--- src/hw/rtl/cfmg_pkg.sv ---
// ----------------------------------------------------------------------------
// cfmg_pkg
// shared types, verdict codes and the fixed action table of the frame guard
// ----------------------------------------------------------------------------
package cfmg_pkg;

    localparam int MAX_FRAME_BYTES = 8;
    localparam int ROW_COUNT       = 11;
    localparam int ACTION_W        = 4;
    localparam int ID_W            = 29;
    localparam int DLC_W           = 4;
    localparam int DATA_W          = 8 * MAX_FRAME_BYTES;
    localparam int MS_W            = 32;
    localparam int FRESH_W         = 16;
    localparam int VERDICT_W       = 4;
    localparam int ROW_ID_W        = 11;

    localparam logic [FRESH_W-1:0] FRESH_RESET = 16'd500;

    // apb
    localparam int APB_ADDR_W = 3;
    localparam int APB_DATA_W = 32;
    localparam logic [APB_ADDR_W-3:0] REG_FRESH_MS = 1'b0;

    // stream payload widths, padded to whole bytes
    localparam int IN_FIELDS_W = ID_W + DATA_W + DLC_W + 1 + DATA_W + DLC_W + MS_W + MS_W;
    localparam int IN_TDATA_W  = ((IN_FIELDS_W + 7) / 8) * 8;
    localparam int OUT_TDATA_W = ((VERDICT_W + 7) / 8) * 8;

    typedef enum logic [VERDICT_W-1:0] {
        V_OK          = 4'd0,
        V_NO_ROW      = 4'd1,
        V_BAD_ARGS    = 4'd2,
        V_WRONG_ID    = 4'd3,
        V_WRONG_LEN   = 4'd4,
        V_WRONG_MUX   = 4'd5,
        V_NO_REF      = 4'd6,
        V_STALE       = 4'd7,
        V_REF_MUX     = 4'd8,
        V_OUT_OF_MASK = 4'd9
    } t_verdict;

    typedef struct packed {
        logic [MS_W-1:0]     now_ms;
        logic [MS_W-1:0]     ref_ms;
        logic [DLC_W-1:0]    ref_dlc;
        logic [DATA_W-1:0]   ref_data;
        logic                ref_seen;
        logic [DLC_W-1:0]    out_dlc;
        logic [DATA_W-1:0]   out_data;
        logic [ID_W-1:0]     can_id;
        logic [ACTION_W-1:0] action;
    } t_frame;

    typedef struct packed {
        logic [ROW_ID_W-1:0] id;
        logic [DLC_W-1:0]    len;
        logic [7:0]          mplx_mask;
        logic [7:0]          mplx_value;
        logic [DATA_W-1:0]   frozen;   // bits that must match the reference
    } t_row;

    function automatic t_row make_row(logic [ROW_ID_W-1:0] id, logic [DLC_W-1:0] len,
                                      logic [7:0] mmask, logic [7:0] mval,
                                      logic [DATA_W-1:0] payload);
        t_row              r;
        logic [DATA_W-1:0] lmask;
        if (len >= DLC_W'(MAX_FRAME_BYTES)) begin
            lmask = '1;
        end else begin
            lmask = (DATA_W'(1) << {len, 3'b000}) - DATA_W'(1);
        end
        r.id         = id;
        r.len        = len;
        r.mplx_mask  = mmask;
        r.mplx_value = mval;
        r.frozen     = ~payload & lmask;
        return r;
    endfunction

    // action table, rows without multiplex carry mask and value zero
    function automatic t_row row_of(logic [ACTION_W-1:0] action);
        t_row r;
        case (action)
            4'd0:    r = make_row(11'h273, 4'd8, 8'h00, 8'h00, 64'h0800000000000000);
            4'd1:    r = make_row(11'h1F9, 4'd8, 8'h00, 8'h00, 64'h000000000000DB60);
            4'd2:    r = make_row(11'h3C2, 4'd8, 8'hFF, 8'h29, 64'h0008000000000000);
            4'd3:    r = make_row(11'h3C2, 4'd8, 8'hFF, 8'h00, 64'h0000000000000F00);
            4'd4:    r = make_row(11'h3C2, 4'd8, 8'hFF, 8'h00, 64'h0000000000000000);
            4'd5:    r = make_row(11'h3C2, 4'd8, 8'hFF, 8'h29, 64'h000000003F000000);
            4'd6:    r = make_row(11'h229, 4'd3, 8'h00, 8'h00, 64'h000000000000FFFF);
            4'd7:    r = make_row(11'h3E9, 4'd8, 8'h00, 8'h00, 64'hFFF0000000000004);
            4'd8:    r = make_row(11'h273, 4'd8, 8'h00, 8'h00, 64'h0000000003000000);
            4'd9:    r = make_row(11'h3C2, 4'd8, 8'h03, 8'h00, 64'h0000000000000004);
            4'd10:   r = make_row(11'h249, 4'd4, 8'h00, 8'h00, 64'h00000000000EFFFF);
            default: r = '0;
        endcase
        return r;
    endfunction

endpackage

--- src/hw/rtl/cfmg_cfg.sv ---
// ----------------------------------------------------------------------------
// cfmg_cfg
// apb register file holding the reference freshness limit
// ----------------------------------------------------------------------------
module cfmg_cfg (
    input  logic                             i_clk,
    input  logic                             i_rst_n,
    input  logic                             psel,
    input  logic                             penable,
    input  logic                             pwrite,
    input  logic [cfmg_pkg::APB_ADDR_W-1:0]  paddr,
    input  logic [cfmg_pkg::APB_DATA_W-1:0]  pwdata,
    output logic [cfmg_pkg::APB_DATA_W-1:0]  prdata,
    output logic                             pready,
    output logic [cfmg_pkg::FRESH_W-1:0]     o_fresh_ms
);
    import cfmg_pkg::*;

    logic               r_fresh_ms;
    logic [FRESH_W-1:0] r_fresh;
    logic [FRESH_W-1:0] n_fresh;
    logic               sel_fresh;

    assign sel_fresh = (paddr[APB_ADDR_W-1:2] == REG_FRESH_MS);
    assign pready    = 1'b1;

    always_comb begin
        n_fresh = r_fresh;
        if (psel && penable && pwrite && sel_fresh) begin
            n_fresh = pwdata[FRESH_W-1:0];
        end
    end

    always_ff @(posedge i_clk) begin
        if (!i_rst_n) begin
            r_fresh    <= FRESH_RESET;
            r_fresh_ms <= 1'b0;
        end else begin
            r_fresh    <= n_fresh;
            r_fresh_ms <= 1'b1;
        end
    end

    // reads of unmapped addresses return zero
    assign prdata     = sel_fresh ? {{(APB_DATA_W-FRESH_W){1'b0}}, r_fresh} : '0;
    assign o_fresh_ms = r_fresh_ms ? r_fresh : FRESH_RESET;

endmodule

--- src/hw/rtl/cfmg_judge.sv ---
// ----------------------------------------------------------------------------
// cfmg_judge
// ordered checks of one frame against its table row, giving one verdict
// ----------------------------------------------------------------------------
module cfmg_judge (
    input  cfmg_pkg::t_frame                 i_frame,
    input  logic [cfmg_pkg::FRESH_W-1:0]     i_fresh_ms,
    output cfmg_pkg::t_verdict               o_verdict
);
    import cfmg_pkg::*;

    t_row            row;
    logic [MS_W-1:0] age;
    logic            no_row;
    logic            id_bad;
    logic            len_bad;
    logic            mux_bad;
    logic            stale;
    logic            ref_len_bad;
    logic            ref_mux_bad;
    logic            mask_bad;

    assign row         = row_of(i_frame.action);
    assign no_row      = (i_frame.action >= ACTION_W'(ROW_COUNT));
    assign id_bad      = (i_frame.can_id != {{(ID_W-ROW_ID_W){1'b0}}, row.id});
    assign len_bad     = (i_frame.out_dlc != row.len);
    assign mux_bad     = ((i_frame.out_data[7:0] & row.mplx_mask) != row.mplx_value);
    // wrapping age
    assign age         = i_frame.now_ms - i_frame.ref_ms;
    assign stale       = (age >= {{(MS_W-FRESH_W){1'b0}}, i_fresh_ms});
    assign ref_len_bad = (i_frame.ref_dlc != row.len);
    assign ref_mux_bad = ((i_frame.ref_data[7:0] & row.mplx_mask) != row.mplx_value);
    assign mask_bad    = ((i_frame.out_data & row.frozen) != (i_frame.ref_data & row.frozen));

    always_comb begin
        if (i_frame.out_dlc > DLC_W'(MAX_FRAME_BYTES)) begin
            o_verdict = V_BAD_ARGS;
        end else if (no_row) begin
            o_verdict = V_NO_ROW;
        end else if (id_bad) begin
            o_verdict = V_WRONG_ID;
        end else if (len_bad) begin
            o_verdict = V_WRONG_LEN;
        end else if (mux_bad) begin
            o_verdict = V_WRONG_MUX;
        end else if (!i_frame.ref_seen) begin
            o_verdict = V_NO_REF;
        end else if (stale) begin
            o_verdict = V_STALE;
        end else if (ref_len_bad) begin
            o_verdict = V_WRONG_LEN;
        end else if (ref_mux_bad) begin
            o_verdict = V_REF_MUX;
        end else if (mask_bad) begin
            o_verdict = V_OUT_OF_MASK;
        end else begin
            o_verdict = V_OK;
        end
    end

endmodule

--- src/hw/rtl/can_frame_mask_guard.sv ---
// ----------------------------------------------------------------------------
// can_frame_mask_guard
// judges each outgoing can frame against a fixed action table, one verdict per item
// ----------------------------------------------------------------------------
// Each input item carries an outgoing frame, the action it claims to perform
// and the reference frame last heard on the bus; one output item with an
// 8-bit tdata carries the verdict (0 ok, 1 no row, 2 bad args, 3 wrong id,
// 4 wrong length, 5 wrong mux, 6 no ref, 7 stale, 8 ref mux, 9 out of mask).
// The block takes one item per clock unless m_axis backpressure holds it;
// each item goes first into the input register, then the ordered checks and
// the 64-bit masked compare settle in one pass into the result register. The
// slowest path is the 32-bit wrapping age subtract and compare beside the
// 64-bit payload compare. The result register lets a new item enter while a
// verdict still waits; backpressure on m_axis stalls both stages once both are full.
// The freshness limit (reset 500 ms) sits at apb byte address 0 and should
// only be written while no item is in flight.
// ----------------------------------------------------------------------------
module can_frame_mask_guard #(
    parameter int P_IN_TDATA_W  = cfmg_pkg::IN_TDATA_W,
    parameter int P_OUT_TDATA_W = cfmg_pkg::OUT_TDATA_W
) (
    input  logic                             i_clk,
    input  logic                             i_rst_n,
    // input items
    input  logic                             s_axis_tvalid,
    output logic                             s_axis_tready,
    // can_id, out_data, out_dlc, ref_seen, ref_data, ref_dlc, ref_ms, now_ms, zero pad
    input  logic [P_IN_TDATA_W-1:0]          s_axis_tdata,
    // action
    input  logic [cfmg_pkg::ACTION_W-1:0]    s_axis_tuser,
    // result items
    output logic                             m_axis_tvalid,
    input  logic                             m_axis_tready,
    // verdict, zero pad
    output logic [P_OUT_TDATA_W-1:0]         m_axis_tdata,
    // apb configuration
    input  logic                             psel,
    input  logic                             penable,
    input  logic                             pwrite,
    input  logic [cfmg_pkg::APB_ADDR_W-1:0]  paddr,
    input  logic [cfmg_pkg::APB_DATA_W-1:0]  pwdata,
    output logic [cfmg_pkg::APB_DATA_W-1:0]  prdata,
    output logic                             pready
);
    import cfmg_pkg::*;

    // tdata field offsets, lowest first
    localparam int OFS_OUT_DATA = ID_W;
    localparam int OFS_OUT_DLC  = OFS_OUT_DATA + DATA_W;
    localparam int OFS_SEEN     = OFS_OUT_DLC + DLC_W;
    localparam int OFS_REF_DATA = OFS_SEEN + 1;
    localparam int OFS_REF_DLC  = OFS_REF_DATA + DATA_W;
    localparam int OFS_REF_MS   = OFS_REF_DLC + DLC_W;
    localparam int OFS_NOW_MS   = OFS_REF_MS + MS_W;

    logic [FRESH_W-1:0] fresh_ms;

    t_frame   r_frame;
    t_frame   n_frame;
    logic     r_in_valid;
    logic     n_in_valid;
    t_verdict r_verdict;
    t_verdict n_verdict;
    logic     r_out_valid;
    logic     n_out_valid;
    t_verdict verdict;
    t_frame   in_frame;
    logic     out_adv;
    logic     in_take;

    cfmg_cfg u_cfg (
        .i_clk      (i_clk),
        .i_rst_n    (i_rst_n),
        .psel       (psel),
        .penable    (penable),
        .pwrite     (pwrite),
        .paddr      (paddr),
        .pwdata     (pwdata),
        .prdata     (prdata),
        .pready     (pready),
        .o_fresh_ms (fresh_ms)
    );

    // unpack the incoming item
    always_comb begin
        in_frame.action   = s_axis_tuser;
        in_frame.can_id   = s_axis_tdata[ID_W-1:0];
        in_frame.out_data = s_axis_tdata[OFS_OUT_DATA +: DATA_W];
        in_frame.out_dlc  = s_axis_tdata[OFS_OUT_DLC +: DLC_W];
        in_frame.ref_seen = s_axis_tdata[OFS_SEEN];
        in_frame.ref_data = s_axis_tdata[OFS_REF_DATA +: DATA_W];
        in_frame.ref_dlc  = s_axis_tdata[OFS_REF_DLC +: DLC_W];
        in_frame.ref_ms   = s_axis_tdata[OFS_REF_MS +: MS_W];
        in_frame.now_ms   = s_axis_tdata[OFS_NOW_MS +: MS_W];
    end

    cfmg_judge u_judge (
        .i_frame    (r_frame),
        .i_fresh_ms (fresh_ms),
        .o_verdict  (verdict)
    );

    // result register moves when empty or being drained
    assign out_adv       = !r_out_valid || m_axis_tready;
    assign s_axis_tready = !r_in_valid || out_adv;
    assign in_take       = s_axis_tvalid && s_axis_tready;

    always_comb begin
        n_frame     = r_frame;
        n_in_valid  = r_in_valid;
        n_verdict   = r_verdict;
        n_out_valid = r_out_valid;
        if (out_adv) begin
            n_out_valid = r_in_valid;
            n_in_valid  = 1'b0;
            if (r_in_valid) begin
                n_verdict = verdict;
            end
        end
        if (in_take) begin
            n_frame    = in_frame;
            n_in_valid = 1'b1;
        end
    end

    always_ff @(posedge i_clk) begin
        if (!i_rst_n) begin
            r_in_valid  <= 1'b0;
            r_out_valid <= 1'b0;
        end else begin
            r_in_valid  <= n_in_valid;
            r_out_valid <= n_out_valid;
        end
    end

    // payload registers, no reset needed
    always_ff @(posedge i_clk) begin
        r_frame   <= n_frame;
        r_verdict <= n_verdict;
    end

    assign m_axis_tvalid = r_out_valid;
    assign m_axis_tdata  = {{(P_OUT_TDATA_W-VERDICT_W){1'b0}}, r_verdict};

endmodule

--- config.mk ---
export PLATFORM = sky130hd
export DESIGN_NAME = can_frame_mask_guard
export DESIGN_NICKNAME = d
export VERILOG_FILES = /design/src/hw/rtl/cfmg_pkg.sv /design/src/hw/rtl/cfmg_cfg.sv /design/src/hw/rtl/cfmg_judge.sv /design/src/hw/rtl/can_frame_mask_guard.sv
export SDC_FILE = /design/constraint.sdc
export NUM_CORES = 1
export LEC_CHECK = 0
export ABC_CLOCK_PERIOD_IN_PS = 16210
export BUFFER_PORTS_ARGS = -buffer_cell sky130_fd_sc_hd__buf_2
export CAP_MARGIN = 20
export CORE_MARGIN = 2
export CORE_UTILIZATION = 43
export DETAILED_ROUTE_END_ITERATION = 10
export PLACE_DENSITY = 0.69
export SLEW_MARGIN = 20
export SYNTH_ARGS = -nofsm -noshare
export SYNTH_HDL_FRONTEND = slang
export SYNTH_SLANG_ARGS = --single-unit
--- constraint.sdc ---
create_clock -name i_clk -period 16.21 [get_ports i_clk]
set_input_delay 0.8105 -clock i_clk [delete_from_list [all_inputs] [get_ports i_clk]]
set_output_delay 0.8105 -clock i_clk [all_outputs]
set_load 0.02 [all_outputs]
==> reports/results.md <==
| Stage | Item | Reported |
|---|---|---|
| route | Count of TritonRoute iterations in the first routing pass | 5 |
| setup path | Worst path slowest cell | o31ai_1 |
| timing | Final worst-path cycle share | 28.68% |
| place | Placed cell areas | 0.01453 mm^2 |
| synthesis | Post-synthesis sequential area ratio | 62.60% |
| route | DR vias/cell | 4.981 |
| clocking | Post-CTS Hold Fix Bufs | 0 |
| synthesis | Post-synth ARST share | 0% |
| synthesis | Dominant combinational cell family by area after synthesis | simple AND/OR/NAND/NOR gates |
| timing | Final Hold Viols | 0 |
| route | Met3 routed WL | 2070 um |
| timing | Worst-margin pin slew | 1065 ps |
| setup path | Worst endpoint data arrival time | 4950 ps |
| clocking | Clk Tree Root Cell | clkbuf_16 |
| timing | Maximum operating frequency | 215.1 MHz |
| synthesis | Synthesized-area fraction occupied by adder cells | 5.522% |
| timing | Headroom to the max-slew limit | 29.00% |
| setup path | Critical Setup Path Class | flop to flop |
| timing | Worst Skew | 25.84 ps |
| timing | Worst Hold Margin | 408.4 ps |
| place | Total placed cells including tap cells | 1655 |
| setup path | Data required time at the worst endpoint | 16510 ps |
| clocking | Maximum number of buffers from clock root to sink | 3 |
| synthesis | XOR/XNOR share of the synthesized area | 6.693% |
| route | Wire per inst | 15.99 um |
| timing | Pins Over Slew Limit | 0 |
| route | Number of DRC markers in iteration 0 | 402 |
| floorplanning | Die ar. | 0.03122 mm^2 |
| global routing | Initial antenna violation count | 8 |
| setup path | Delay of the slowest cell on the worst path | 470 ps |
| cells and area | Net count reported at finish | 1631 |
| synthesis | Post-Syn Area | 0.01282 mm^2 |
| place | Half-perimeter wire length after detailed placement | 20720 um |
| place | Worst setup slack before clock tree synthesis | 11600 ps |
| synthesis | Mux contribution to synthesized area | 0.7220% |
| clocking | Clock transition time at the flip-flop clock pins of the worst setup and hold paths | 60 ps |
| route | Number of antenna-violating nets in the routed design | 0 |
| cells and area | Fill cell count | 2562 |
| global routing | Global-route congestion overflow total | 0 |
| synthesis | Seq cells post-synth | 282 |
| floorplanning | Core area | 0.02948 mm^2 |
| power and ir drop | Cell leakage power | 6.305 nW |
| global routing | Wire length of the first global-routing pass | 42480 um |
| clocking | Buffers inserted during post-CTS setup optimization | 0 |
| clocking | Number of H-tree branching levels | 1 |
| setup path | Type of destination of the critical path | flop |
| synthesis | Number of flops mapped to enable cells by yosys | 238 |
| synthesis | Post-Syn Instances | 1012 |
| synthesis | Basic-gate share of the synthesized area counting and, or, nand and nor cells | 11.85% |
| setup path | Top fanout value on the critical path | 5 |
| route | Total via count after detailed routing | 8537 |
| flow run | Max capacitance violation total | 0 |
| synthesis | Synth warn | 0 |
| setup path | Largest delay contributor family on the critical path | compound AO/OA/AOI/OAI gates |
| run status | Run status | finished clean |
| clocking | Post-CTS resize count | 0 |
| power and ir drop | Highest ir drop seen on vdd | 107.7 uV |
| timing | Sum of negative setup slack | 0 ps |
| synthesis | Post-synthesis cell type count | 66 |
| power and ir drop | Total chip power | 1.721 mW |
| cells and area | Post-Layout Cell Count | 1714 |
| global routing | Total Routing Usage GR | 17.19% |
| route | Residual DRC | 0 |
| timing | Unrepaired setup endpoints after global routing | no |
| floorplanning | Vertical extent of the die | 176.7 um |
| place | Number of buffers added on ports | 279 |
| route | Wire length reported by the detailed router | 27410 um |
| clocking | Count of clock tree sinks | 282 |
| route | Highest routing layer actually used | met5 |
| floorplanning | Overall die width | 176.7 um |
| worst hold path | Type of the tightest min-delay check | input pin to flop |
| timing | Final Worst Setup Slack | 11560 ps |
| clocking | Clk_lat worst skew | 570 ps |
| clocking | Cts bufs inserted | 30 |
| setup path | Critical path, cell by cell | ha_1 -> fa_1 -> nand2b_1 -> a21oi_2 -> nor2_1 -> o31ai_1 -> a31oi_1 -> xnor2_1 -> ha_1 -> nor2b_1 -> o21ai_0 -> nand4_1 -> a211o_1 -> or3b_1 -> nor3_1 -> and4_1 -> a2bb2oi_1 |
| cells and area | Fraction of layout instances using a drive strength above 1 | 25.85% |
| synthesis | Mean post-synth cell area | 12.67 um^2 |
| timing | Fin crit period | 4650 ps |
| timing | Finish-stage setup viols | 0 |
| setup path | Category of the worst setup path launch point | flop |
| clocking | CTS tree | done |
| power and ir drop | Power per Cell Area | 111.1 mW/mm^2 |
| route | Met1 Routed Length | 10760 um |
| floorplanning | Placement Rows | 63 |
| cells and area | Layout overhead on the synthesized area | 20.80% |
| setup path | Count of buffer and inverter cells on the critical path | 0 |
| floorplanning | I/O pins | 321 |
| cells and area | Final Cell Area | 0.01549 mm^2 |
| synthesis | Synthesized-area fraction occupied by ao, oa, aoi and oai cells | 9.171% |
| cells and area | Final core utilization | 52.55% |
| place | Weighted congestion reported at the end of routability-driven placement | 0.8703 |
| floorplanning | Initial standard-cell utilization of the core | 43.50% |
| synthesis | Prevailing post-synth register cell | edfxtp_1 |
| global routing | Maximum number of pins on one net before global-route repair | 150 |
| route | Met2 routed WL | 13830 um |
| setup path | Most used cell along the critical path | ha_1 |
| global routing | Vias in the first global route | 8473 |
## layout by cell type, fill, tap and decap left out, drive strengths merged, types with 6 or more instances in the layout
cell / netlist / layout
buf: 32 / 280
edfxtp: 238 / 238
nand2: 102 / 102
xor2: 63 / 63
a21oi: 57 / 57
ha: 55 / 55
dfxtp: 44 / 44
inv: 44 / 44
o21ai: 43 / 43
clkbuf: 14 / 40
nor2: 37 / 37
xnor2: 35 / 35
nor2b: 32 / 32
nand4: 22 / 22
nand3: 21 / 21
conb: 2 / 21
nor4: 20 / 20
a21o: 13 / 13
nand2b: 11 / 11
nor3: 11 / 11
o211ai: 11 / 11
clkinv: 1 / 11
a21boi: 10 / 10
o31ai: 8 / 8
mux2i: 7 / 7
nor3b: 6 / 6
## layout make-up
cell class | instances | area, um^2 | share of cell area [%]
Sequential cell | 282 | 8028 | 51.82
Multi-Input combinational cell | 658 | 4438 | 28.65
Timing Repair Buffer | 280 | 1404 | 9.062
Clock buffer | 40 | 799.5 | 5.161
Tap cell | 390 | 488.0 | 3.150
Inverter | 45 | 176.4 | 1.139
Clock inverter | 14 | 146.4 | 0.9449
Antenna cell | 5 | 12.51 | 0.08076
## state kept, by name, summed over array words and instances (netlist names)
register          count
r_in_valid            1
u_cfg.r_fresh        16
u_cfg.r_fresh_ms      1
r_verdict             4
u_judge.row          25
r_frame             234
m_axis_tvalid         1
## cells by family (layout without fill, tap and decap cells)
group	after synthesis	after routing
buffers and inverters	91	379
adder cells (fa/ha/maj)	56	56
AO/OA/AOI/OAI	182	182
flip-flops	282	282
multiplexers	9	9
other	2	26
AND/OR/NAND/NOR	292	292
XOR/XNOR	98	98
## final timing paths
kind	startpoint	endpoint	slack [ps]	cells past startpoint
max	r_frame[170]	r_verdict[1]	11560	17
min	s_axis_tdata[165]	r_frame[169]	410	1
max reg2reg	r_frame[170]	r_verdict[1]	11560	17
min reg2reg	u_cfg.r_fresh[11]	u_cfg.r_fresh[11]	480	2
## cells in the mapped netlist, types with 22 or more instances
cell type  instances  area [um^2]
a21oi_1           55        275.3
ha_1              55        688.2
nand4_1           22        137.6
inv_1             44        165.2
xor2_1            63        551.8
nor2_1            37        138.9
o21ai_0           38        190.2
edfxtp_1         238         7147
nor2b_1           32        200.2
dfxtp_1           44        880.8
xnor2_1           35        306.5
nand2_1          102        382.9
## where the power goes
part / leakage (nW) / total (mW) / internal [mW] / switching, mW
clock: 0.460 / 0.648 / 0.378 / 0.271
combinational: 3.16 / 0.218 / 0.0907 / 0.127
sequential: 2.69 / 0.855 / 0.837 / 0.0184
total: 6.30 / 1.72 / 1.31 / 0.416
## routing by layer
| metal | vias to the layer above | GRT usage, % |
|---|---|---|
| li1 | 4236 | - |
| met1 | 3951 | 19.64 |
| met2 | 288 | 31.28 |
| met3 | 54 | 4.618 |
| met4 | 8 | 5.234 |
| met5 | - | 0 |
Power figures use the tool's default switching activity.
